==> src/design/spbs_pkg.sv <==
`timescale 1ns / 1ps
`default_nettype none
// ----------------------------------------------------------------------------
// spbs_pkg: shared types and constants for the sleep package byte scanner
// Word format passed from the front classifier to the match engine, the
// byte codes the scanner looks for, and the default sizes.
// ----------------------------------------------------------------------------
package spbs_pkg;

   // sizes
   localparam int DEF_MAX_PENDING = 8;
   localparam int SEARCH_LIMIT    = 30;
   localparam int HISTORY_DEPTH   = 40;
   localparam int QUEUE_DEPTH     = 4;

   // match age: the name's first byte is three bytes old when it is seen
   localparam int AGE_W          = 7;
   localparam int NAME_START_AGE = 3;
   localparam int AGE_LIMIT      = 64;
   localparam int KILL_AGE       = (HISTORY_DEPTH + 4 < AGE_LIMIT) ?
                                   (HISTORY_DEPTH + 4) : AGE_LIMIT;

   // byte codes
   localparam logic [7:0] NAME_SEP    = 8'h5F;
   localparam logic [7:0] NAME_S      = 8'h53;
   localparam logic [7:0] NAME_5      = 8'h35;
   localparam logic [7:0] PKG_OP      = 8'h12;
   localparam logic [7:0] LEN_MASK    = 8'hC0;
   localparam logic [7:0] BYTE_PREFIX = 8'h0A;
   localparam logic [7:0] SMALL_MAX   = 8'h0F;
   localparam int         VALUE_SHIFT = 10;

   typedef struct packed {
      logic [7:0] data;
      logic       last;
      logic       name_hit;
      logic       is_pkg;
      logic       is_prefix;
      logic       is_small;
      logic [2:0] skip;
   } spbs_word_type;

endpackage
`default_nettype wire

==> src/design/spbs_front.sv <==
`timescale 1ns / 1ps
`default_nettype none
// ----------------------------------------------------------------------------
// spbs_front: byte classifier
// Takes table bytes, spots the four byte name, and tags each byte with the
// decodes the match engine needs before pushing it into the queue.
// ----------------------------------------------------------------------------
module spbs_front (
   input  wire logic                  clock,
   input  wire logic                  reset,
   input  wire logic                  req_valid,
   output logic                       req_stall,
   input  wire logic [7:0]            req_data_byte,
   input  wire logic                  req_last_byte,
   input  wire logic                  queue_full,
   output logic                       push_valid,
   output spbs_pkg::spbs_word_type    push_word
);

   logic [7:0] b1_ff, b2_ff, b3_ff;
   logic [1:0] pos_ff, pos_in;
   logic       accept;

   assign req_stall  = queue_full;
   assign push_valid = req_valid;
   assign accept     = req_valid && !queue_full;

   always_comb begin
      push_word.data      = req_data_byte;
      push_word.last      = req_last_byte;
      push_word.name_hit  = (pos_ff == 2'd3) && !req_last_byte &&
                            (b3_ff == spbs_pkg::NAME_SEP) && (b2_ff == spbs_pkg::NAME_S) &&
                            (b1_ff == spbs_pkg::NAME_5) &&
                            (req_data_byte == spbs_pkg::NAME_SEP);
      push_word.is_pkg    = (req_data_byte == spbs_pkg::PKG_OP);
      push_word.is_prefix = (req_data_byte == spbs_pkg::BYTE_PREFIX);
      push_word.is_small  = (req_data_byte <= spbs_pkg::SMALL_MAX);
      // lead byte: one length byte, or (lead >> 6) + 1 of them
      if ((req_data_byte & spbs_pkg::LEN_MASK) != 8'h00)
         push_word.skip = {1'b0, req_data_byte[7:6]} + 3'd1;
      else
         push_word.skip = 3'd1;
   end

   always_comb begin
      if (req_last_byte)
         pos_in = 2'd0;
      else if (pos_ff != 2'd3)
         pos_in = pos_ff + 2'd1;
      else
         pos_in = pos_ff;
   end

   always_ff @(posedge clock) begin
      if (reset) begin
         pos_ff <= 2'd0;
      end else if (accept) begin
         pos_ff <= pos_in;
      end
   end

   always_ff @(posedge clock) begin
      if (accept) begin
         b3_ff <= b2_ff;
         b2_ff <= b1_ff;
         b1_ff <= req_data_byte;
      end
   end

endmodule
`default_nettype wire

==> src/design/spbs_queue.sv <==
`timescale 1ns / 1ps
`default_nettype none
// ----------------------------------------------------------------------------
// spbs_queue: short word queue
// Decouples the classifier from the match engine so each side stalls alone.
// ----------------------------------------------------------------------------
module spbs_queue (
   input  wire logic                     clock,
   input  wire logic                     reset,
   input  wire logic                     push_valid,
   input  wire spbs_pkg::spbs_word_type  push_word,
   output logic                          full,
   output logic                          pop_valid,
   output spbs_pkg::spbs_word_type       pop_word,
   input  wire logic                     pop
);

   localparam int Depth = spbs_pkg::QUEUE_DEPTH;
   localparam int PtrW  = (Depth > 1) ? $clog2(Depth) : 1;
   localparam int CntW  = $clog2(Depth + 1);

   spbs_pkg::spbs_word_type word_ff [Depth];
   logic [PtrW-1:0] wr_ptr_ff, wr_ptr_in, rd_ptr_ff, rd_ptr_in;
   logic [CntW-1:0] count_ff, count_in;
   logic            do_push, do_pop;

   assign full      = (count_ff == CntW'(Depth));
   assign pop_valid = (count_ff != '0);
   assign pop_word  = word_ff[rd_ptr_ff];
   assign do_push   = push_valid && !full;
   assign do_pop    = pop && pop_valid;

   always_comb begin
      wr_ptr_in = wr_ptr_ff;
      rd_ptr_in = rd_ptr_ff;
      count_in  = count_ff;
      if (do_push)
         wr_ptr_in = (wr_ptr_ff == PtrW'(Depth - 1)) ? '0 : wr_ptr_ff + PtrW'(1);
      if (do_pop)
         rd_ptr_in = (rd_ptr_ff == PtrW'(Depth - 1)) ? '0 : rd_ptr_ff + PtrW'(1);
      if (do_push && !do_pop)
         count_in = count_ff + CntW'(1);
      else if (do_pop && !do_push)
         count_in = count_ff - CntW'(1);
   end

   always_ff @(posedge clock) begin
      if (reset) begin
         wr_ptr_ff <= '0;
         rd_ptr_ff <= '0;
         count_ff  <= '0;
      end else begin
         wr_ptr_ff <= wr_ptr_in;
         rd_ptr_ff <= rd_ptr_in;
         count_ff  <= count_in;
      end
   end

   always_ff @(posedge clock) begin
      if (do_push)
         word_ff[wr_ptr_ff] <= push_word;
   end

endmodule
`default_nettype wire

==> src/design/spbs_back.sv <==
`timescale 1ns / 1ps
`default_nettype none
// ----------------------------------------------------------------------------
// spbs_back: match engine
// Keeps one tracker per open name match and steps all of them on each word.
// Gives the answer on the first success, or not-found on the table's end.
// ----------------------------------------------------------------------------
module spbs_back #(
   parameter int MAX_PENDING = spbs_pkg::DEF_MAX_PENDING
) (
   input  wire logic                     clock,
   input  wire logic                     reset,
   input  wire logic                     word_valid,
   input  wire spbs_pkg::spbs_word_type  word,
   output logic                          word_pop,
   output logic                          rsp_valid,
   input  wire logic                     rsp_stall,
   output logic                          rsp_found,
   output logic [15:0]                   rsp_sleep_control_bits
);

   localparam int IdxW = (MAX_PENDING > 1) ? $clog2(MAX_PENDING) : 1;
   localparam int AgeW = spbs_pkg::AGE_W;
   localparam logic [AgeW-1:0] KillAge    = AgeW'(spbs_pkg::KILL_AGE);
   localparam logic [AgeW-1:0] LastSearch = AgeW'(spbs_pkg::SEARCH_LIMIT - 1);
   localparam logic [AgeW-1:0] StartAge   = AgeW'(spbs_pkg::NAME_START_AGE);

   localparam logic [2:0] PH_SEARCH = 3'd0;
   localparam logic [2:0] PH_LEAD   = 3'd1;
   localparam logic [2:0] PH_SKIP   = 3'd2;
   localparam logic [2:0] PH_ELEM   = 3'd3;
   localparam logic [2:0] PH_VALUE  = 3'd4;

   logic [MAX_PENDING-1:0] valid_ff, valid_in;
   logic [2:0]             phase_ff [MAX_PENDING];
   logic [2:0]             phase_in [MAX_PENDING];
   logic [AgeW-1:0]        age_ff   [MAX_PENDING];
   logic [AgeW-1:0]        age_in   [MAX_PENDING];
   logic [2:0]             skip_ff  [MAX_PENDING];
   logic [2:0]             skip_in  [MAX_PENDING];

   logic [2:0]             lane_phase_nx [MAX_PENDING];
   logic [AgeW-1:0]        lane_age_nx   [MAX_PENDING];
   logic [2:0]             lane_skip_nx  [MAX_PENDING];
   logic [MAX_PENDING-1:0] lane_keep, lane_hit;

   logic            answer_ff, answer_in;
   logic            rsp_valid_ff, rsp_valid_in;
   logic            rsp_found_ff;
   logic [15:0]     rsp_bits_ff;
   logic            success, scan_live, emit, ins_ok;
   logic [IdxW-1:0] ins_idx;

   assign rsp_valid              = rsp_valid_ff;
   assign rsp_found              = rsp_found_ff;
   assign rsp_sleep_control_bits = rsp_bits_ff;

   assign word_pop  = word_valid && (!rsp_valid_ff || !rsp_stall);
   assign scan_live = word_pop && !answer_ff;
   assign success   = |lane_hit;
   assign emit      = scan_live && (success || word.last);

   // step every tracker on the current byte
   always_comb begin
      for (int i = 0; i < MAX_PENDING; i++) begin
         lane_age_nx[i]   = age_ff[i] + AgeW'(1);
         lane_phase_nx[i] = phase_ff[i];
         lane_skip_nx[i]  = skip_ff[i];
         lane_keep[i]     = 1'b0;
         lane_hit[i]      = 1'b0;
         if (valid_ff[i] && (lane_age_nx[i] < KillAge)) begin
            unique case (phase_ff[i])
               PH_SEARCH: begin
                  if (word.is_pkg) begin
                     lane_phase_nx[i] = PH_LEAD;
                     lane_keep[i]     = 1'b1;
                  end else if (lane_age_nx[i] < LastSearch) begin
                     lane_keep[i] = 1'b1;
                  end
               end
               PH_LEAD: begin
                  // skip the rest of the length field plus the count byte
                  lane_skip_nx[i]  = word.skip;
                  lane_phase_nx[i] = PH_SKIP;
                  lane_keep[i]     = 1'b1;
               end
               PH_SKIP: begin
                  lane_skip_nx[i] = skip_ff[i] - 3'd1;
                  if (skip_ff[i] == 3'd1)
                     lane_phase_nx[i] = PH_ELEM;
                  lane_keep[i] = 1'b1;
               end
               PH_ELEM: begin
                  if (word.is_prefix) begin
                     lane_phase_nx[i] = PH_VALUE;
                     lane_keep[i]     = 1'b1;
                  end else if (word.is_small) begin
                     lane_hit[i] = 1'b1;
                  end
               end
               PH_VALUE: begin
                  lane_hit[i] = 1'b1;
               end
               default: begin
                  lane_keep[i] = 1'b0;
               end
            endcase
         end
      end
   end

   // lowest free tracker after this word's drops
   always_comb begin
      ins_ok  = 1'b0;
      ins_idx = '0;
      for (int i = MAX_PENDING - 1; i >= 0; i--) begin
         if (!lane_keep[i]) begin
            ins_ok  = 1'b1;
            ins_idx = IdxW'(i);
         end
      end
   end

   always_comb begin
      for (int i = 0; i < MAX_PENDING; i++) begin
         valid_in[i] = valid_ff[i];
         phase_in[i] = phase_ff[i];
         age_in[i]   = age_ff[i];
         skip_in[i]  = skip_ff[i];
         if (scan_live) begin
            valid_in[i] = lane_keep[i] && !success && !word.last;
            phase_in[i] = lane_phase_nx[i];
            age_in[i]   = lane_age_nx[i];
            skip_in[i]  = lane_skip_nx[i];
            if (word.name_hit && !success && ins_ok && (ins_idx == IdxW'(i))) begin
               valid_in[i] = 1'b1;
               phase_in[i] = PH_SEARCH;
               age_in[i]   = StartAge;
            end
         end
      end
   end

   always_comb begin
      answer_in = answer_ff;
      if (word_pop) begin
         if (answer_ff)
            answer_in = !word.last;
         else
            answer_in = success && !word.last;
      end
   end

   always_comb begin
      if (emit)
         rsp_valid_in = 1'b1;
      else if (!rsp_stall)
         rsp_valid_in = 1'b0;
      else
         rsp_valid_in = rsp_valid_ff;
   end

   always_ff @(posedge clock) begin
      if (reset) begin
         valid_ff     <= '0;
         answer_ff    <= 1'b0;
         rsp_valid_ff <= 1'b0;
      end else begin
         valid_ff     <= valid_in;
         answer_ff    <= answer_in;
         rsp_valid_ff <= rsp_valid_in;
      end
   end

   always_ff @(posedge clock) begin
      for (int i = 0; i < MAX_PENDING; i++) begin
         phase_ff[i] <= phase_in[i];
         age_ff[i]   <= age_in[i];
         skip_ff[i]  <= skip_in[i];
      end
      if (emit) begin
         rsp_found_ff <= success;
         rsp_bits_ff  <= success ?
                         16'({8'h00, word.data} << spbs_pkg::VALUE_SHIFT) : 16'h0000;
      end
   end

endmodule
`default_nettype wire

==> src/design/sleep_package_byte_scanner.sv <==
`timescale 1ns / 1ps
`default_nettype none
// ----------------------------------------------------------------------------
// sleep_package_byte_scanner: top level
// Scans a table body for the sleep package name and recovers its sleep type
// as control bits, or reports not-found at the table's last byte.
// ----------------------------------------------------------------------------
//  Channel  Direction  Handshake           Payload
//  req      in         req_valid/stall     data_byte, last_byte
//  rsp      out        rsp_valid/stall     found, sleep_control_bits
//
//  One byte per clock while rsp_stall is low; queue and result registered.
//  The match engine steps all open trackers together on each byte.
//  Synchronous reset empties the queue and the tracker list; no clearing pass.
//  A stalled result blocks the engine, and the four word queue then fills
//  before req_stall rises.
// ----------------------------------------------------------------------------
module sleep_package_byte_scanner #(
   parameter int MAX_PENDING = spbs_pkg::DEF_MAX_PENDING
) (
   input  wire logic        clock,
   input  wire logic        reset,
   input  wire logic        req_valid,
   output logic             req_stall,
   input  wire logic [7:0]  req_data_byte,
   input  wire logic        req_last_byte,
   output logic             rsp_valid,
   input  wire logic        rsp_stall,
   output logic             rsp_found,
   output logic [15:0]      rsp_sleep_control_bits
);

   spbs_pkg::spbs_word_type push_word, pop_word;
   logic push_valid, queue_full, pop_valid, pop;

   spbs_front u_front (
      .clock         (clock),
      .reset         (reset),
      .req_valid     (req_valid),
      .req_stall     (req_stall),
      .req_data_byte (req_data_byte),
      .req_last_byte (req_last_byte),
      .queue_full    (queue_full),
      .push_valid    (push_valid),
      .push_word     (push_word)
   );

   spbs_queue u_queue (
      .clock      (clock),
      .reset      (reset),
      .push_valid (push_valid),
      .push_word  (push_word),
      .full       (queue_full),
      .pop_valid  (pop_valid),
      .pop_word   (pop_word),
      .pop        (pop)
   );

   spbs_back #(
      .MAX_PENDING (MAX_PENDING)
   ) u_back (
      .clock                  (clock),
      .reset                  (reset),
      .word_valid             (pop_valid),
      .word                   (pop_word),
      .word_pop               (pop),
      .rsp_valid              (rsp_valid),
      .rsp_stall              (rsp_stall),
      .rsp_found              (rsp_found),
      .rsp_sleep_control_bits (rsp_sleep_control_bits)
   );

endmodule
`default_nettype wire
==> config.mk <==
export PLATFORM = sky130hd
export DESIGN_NAME = sleep_package_byte_scanner
export DESIGN_NICKNAME = d
export VERILOG_FILES = /design/src/design/spbs_pkg.sv /design/src/design/spbs_front.sv /design/src/design/spbs_queue.sv /design/src/design/spbs_back.sv /design/src/design/sleep_package_byte_scanner.sv
export SDC_FILE = /design/constraint.sdc
export NUM_CORES = 1
export LEC_CHECK = 0
export BUFFER_PORTS_ARGS = -buffer_cell sky130_fd_sc_hd__buf_4
export CAP_MARGIN = 25
export CORE_MARGIN = 4
export CORE_UTILIZATION = 25
export DETAILED_ROUTE_END_ITERATION = 7
export REMOVE_ABC_BUFFERS = 1
export SYNTH_ARGS = -nofsm -noshare
export SYNTH_HDL_FRONTEND = slang
export SYNTH_SLANG_ARGS = --single-unit
==> constraint.sdc <==
create_clock -name clock -period 4.8 [get_ports clock]
set_input_delay 0.96 -clock clock [delete_from_list [all_inputs] [get_ports clock]]
set_output_delay 0.96 -clock clock [all_outputs]
set_load 0.02 [all_outputs]
==> results.toml <==
[timing]
layout_min_cycle_time_ns = 3.70
fin_setup_tns_ns = 0
holdWs_ns = 0.447
timing_hold_violations_final = 0
clock_skew_ns = 0.0237
grt_setup_unrepaired = "false"
fmax_mhz = 270
relSlewSlack_pct = 42.7
drv_slew = 0
setup_viol = 0
finalCritPeriodShare_pct = 77.1
worst-slew-pin-transition_ns = 0.859

[global_routing]
first_global_vias = 7203
grtUsageTotal_pct = 9.18
overflow = 0
grt_max_degree = 71
grt_pass1_wl_mm = 36.8
antenna_found_initial = 0

[clocking]
cts-root-buf = "clkbuf_16"
numCtsBuffers = 24
clock-sinks = 212
cts_tree = "built"
path_clk_slew_ns = 0.06
holdBufCountCts = 0
post-cts-setup-buffer-count = 0
clock_path_buffers = 3
htree_levels = 1
cts_resized = 0
clkLatencyLatePin_ns = 0.53

[min_path]
hold_end = "u_front.b3_ff[5]"
worstHoldStart = "u_front.b2_ff[5]"
hold_depth = 0
hp-class = "reg2reg"

[synthesis]
synthArstFlopShare_pct = 0
synth_area_per_cell_um2 = 11.6
synth_warnings = 0
synth_flop_cell = "edfxtp_1"
synthCells = 963
yosysTopAreaCell = "edfxtp_1"
ys_types = 89
syn_area_um2 = 11200
synth_edf_count = 191
netlist_top_cells_count = "edfxtp_1 (191), nor2_1 (101), nand2_1 (70)"
yosysTopAreaCellShare_pct = 51.1
yosys_register_bits = 212
synth.most_common_cell = "edfxtp_1"
ys_seq_area_share_pct = 54.9
synth.top_cells.by_area = "edfxtp_1 (51%), ha_1 (3.8%), dfxtp_1 (3.7%)"

[finish]
drive_gt1_share_pct = 12.6
regArea_um2 = 6160
instances_no_fill = 1582
fillers = 4551
final_area_um2 = 12700
num_antenna_cells = 0
layout.nets = 1020
multi_input_area_um2 = 4640
areaGrowthSynthToFinish_pct = 13.4

[critical_path]
rr_endpoint = "u_back.phase_ff[0][5]"
crit_slowest_cell = "nor4b_4"
timing.rr.start = "u_back.age_ff[1][0]"
worst_path_most_repeated_cell = "o211ai_1"
worstSetupPathType = "reg2reg"
cp_max_fo = 27
critical_path.max_stage_delay_ns = 0.74
r2r_cells = 9
worstSetupEndpointType = "register"
crit_required_ns = 5.02
cp.arrival_ns = 3.92
ff2ff_setup_slack_ns = 1.10
path_cells = "ha_1 -> and3b_1 -> o211ai_1 -> o211ai_1 -> o2111a_1 -> a22oi_1 -> nand4_4 -> nor4b_4 -> o21a_1"
startpoint_type = "register"

[routing]
first_iter_violations = 555
ant_nets = 0
drt-wirelength-per-cell_um = 14.1
routed_wl_mm = 22.3
drt-pass1-iter-count = 4
drc_errors = 0
vias = 7285
vias_per_cell = 4.60

[pwr]
ir_drop_mv = 0.372
powerDensity_nw_per_um2 = 591
p_leak_nw = 4.41

[floorplan]
start_util_pct = 25.3
die_w_um = 220
die_area_um2 = 48300
rows = 77
core_um2 = 44300
die_h_um = 220
io-pin-count = 32

[placed_design]
numPortBuffers = 21
dp.cells = 1538
placed_area_um2 = 11900
gp_congestion = 0.794
post-dp-hpwl_mm = 15.0

[run]
cap_violations = 0

[status]
run_status = "finished clean"
-- cell type report --
type | instances | area share (%)
clock inverters | 19 | 1.43
multi-input cells | 663 | 36.5
inverters | 39 | 1.15
flip-flops and latches | 212 | 48.4
well taps | 592 | 5.82
repair buffers | 32 | 1.99
clock buffers | 25 | 4.75
-- kinds of logic after synthesis --
group | after synthesis | synth area share, %
flops | 212 | 54.9
mux | 25 | 3.59
other cells | 1 | 0.0334
fa+ha+maj | 35 | 3.97
compound gates | 158 | 10.4
xor+xnor | 69 | 5.46
buf+inv | 97 | 4.04
simple gates | 366 | 17.6
-- power breakdown --
group	total, W	switching, W	internal [W]	leakage [nW]
Sequential	0.00322	0.000499	0.00272	1.98
Clock	0.00178	0.000745	0.00103	0.373
Combinational	0.00252	0.00148	0.00103	2.06
Total	0.00751	0.00273	0.00479	4.41
-- through the flow --
stage / util (%) / total power [W] / worst slack [ns]
5_1_grt: 28.7 / 0.00804 / 0.766
3_5_place_dp: 26.9 / 0.00579 / 1.09
4_1_cts: 28.7 / 0.00761 / 1.05
2_1_floorplan: - / 0.00501 / 1.11
3_3_place_gp: 26.9 / 0.00573 / 1.17
6_report: 28.7 / 0.00751 / 1.10
-- placed cells by master, fill, tap and decap left out, types with 17 or more instances in the layout --
master	count
nor3_1	24
ha_1	34
clkbuf_16	24
nor2_1	101
o21ai_0	42
buf_4	31
nand2b_1	17
a21oi_1	21
xor2_1	27
inv_1	38
nand2_1	70
dfxtp_1	21
nand3_1	34
xnor2_1	41
edfxtp_1	191
-- worst max-delay path, delay by kind of cell (launching register included) --
| kind | cells | cell delay [ns] |
|---|---|---|
| AOI/OAI and AO/OA | 5 | 1.08 |
| DFF | 1 | 0.44 |
| adders and majority gates | 1 | 0.40 |
| and+or+nand+nor | 3 | 1.46 |
-- state kept, by name, summed over array words and instances (netlist names), 2 cells and up, named ones only --
name	flops
u_back.age_ff	56
u_queue.word_ff	56
u_back.phase_ff	24
u_back.skip_ff	24
u_back.valid_ff	8
u_front.b1_ff	8
u_front.b2_ff	8
u_front.b3_ff	8
u_back.rsp_sleep_control_bits	6
u_queue.count_ff	3
u_front.pos_ff	2
u_queue.rd_ptr_ff	2
u_queue.wr_ptr_ff	2
-- how the worst max path moves through the flow --
stage                         from                     to  slack (ns)
3_5_place_dp   u_back.age_ff[1][0]  u_back.phase_ff[0][5]        1.09
3_3_place_gp   u_back.age_ff[1][0]  u_back.phase_ff[0][3]        1.17
2_1_floorplan            rsp_stall       u_back.rsp_found        1.11
6_report       u_back.age_ff[1][0]  u_back.phase_ff[0][5]        1.10
4_1_cts        u_back.age_ff[1][0]  u_back.phase_ff[0][5]        1.05
5_1_grt        u_back.age_ff[1][0]  u_back.phase_ff[0][5]        0.77
-- metal layers --
layer  GRT usage (%)  wire (µm)
met4            2.39        517
met1            12.2      10300
met2            15.7      10600
met5               0          0
met3            1.32        813
No activity file was read; power rests on OpenSTA's default activity.
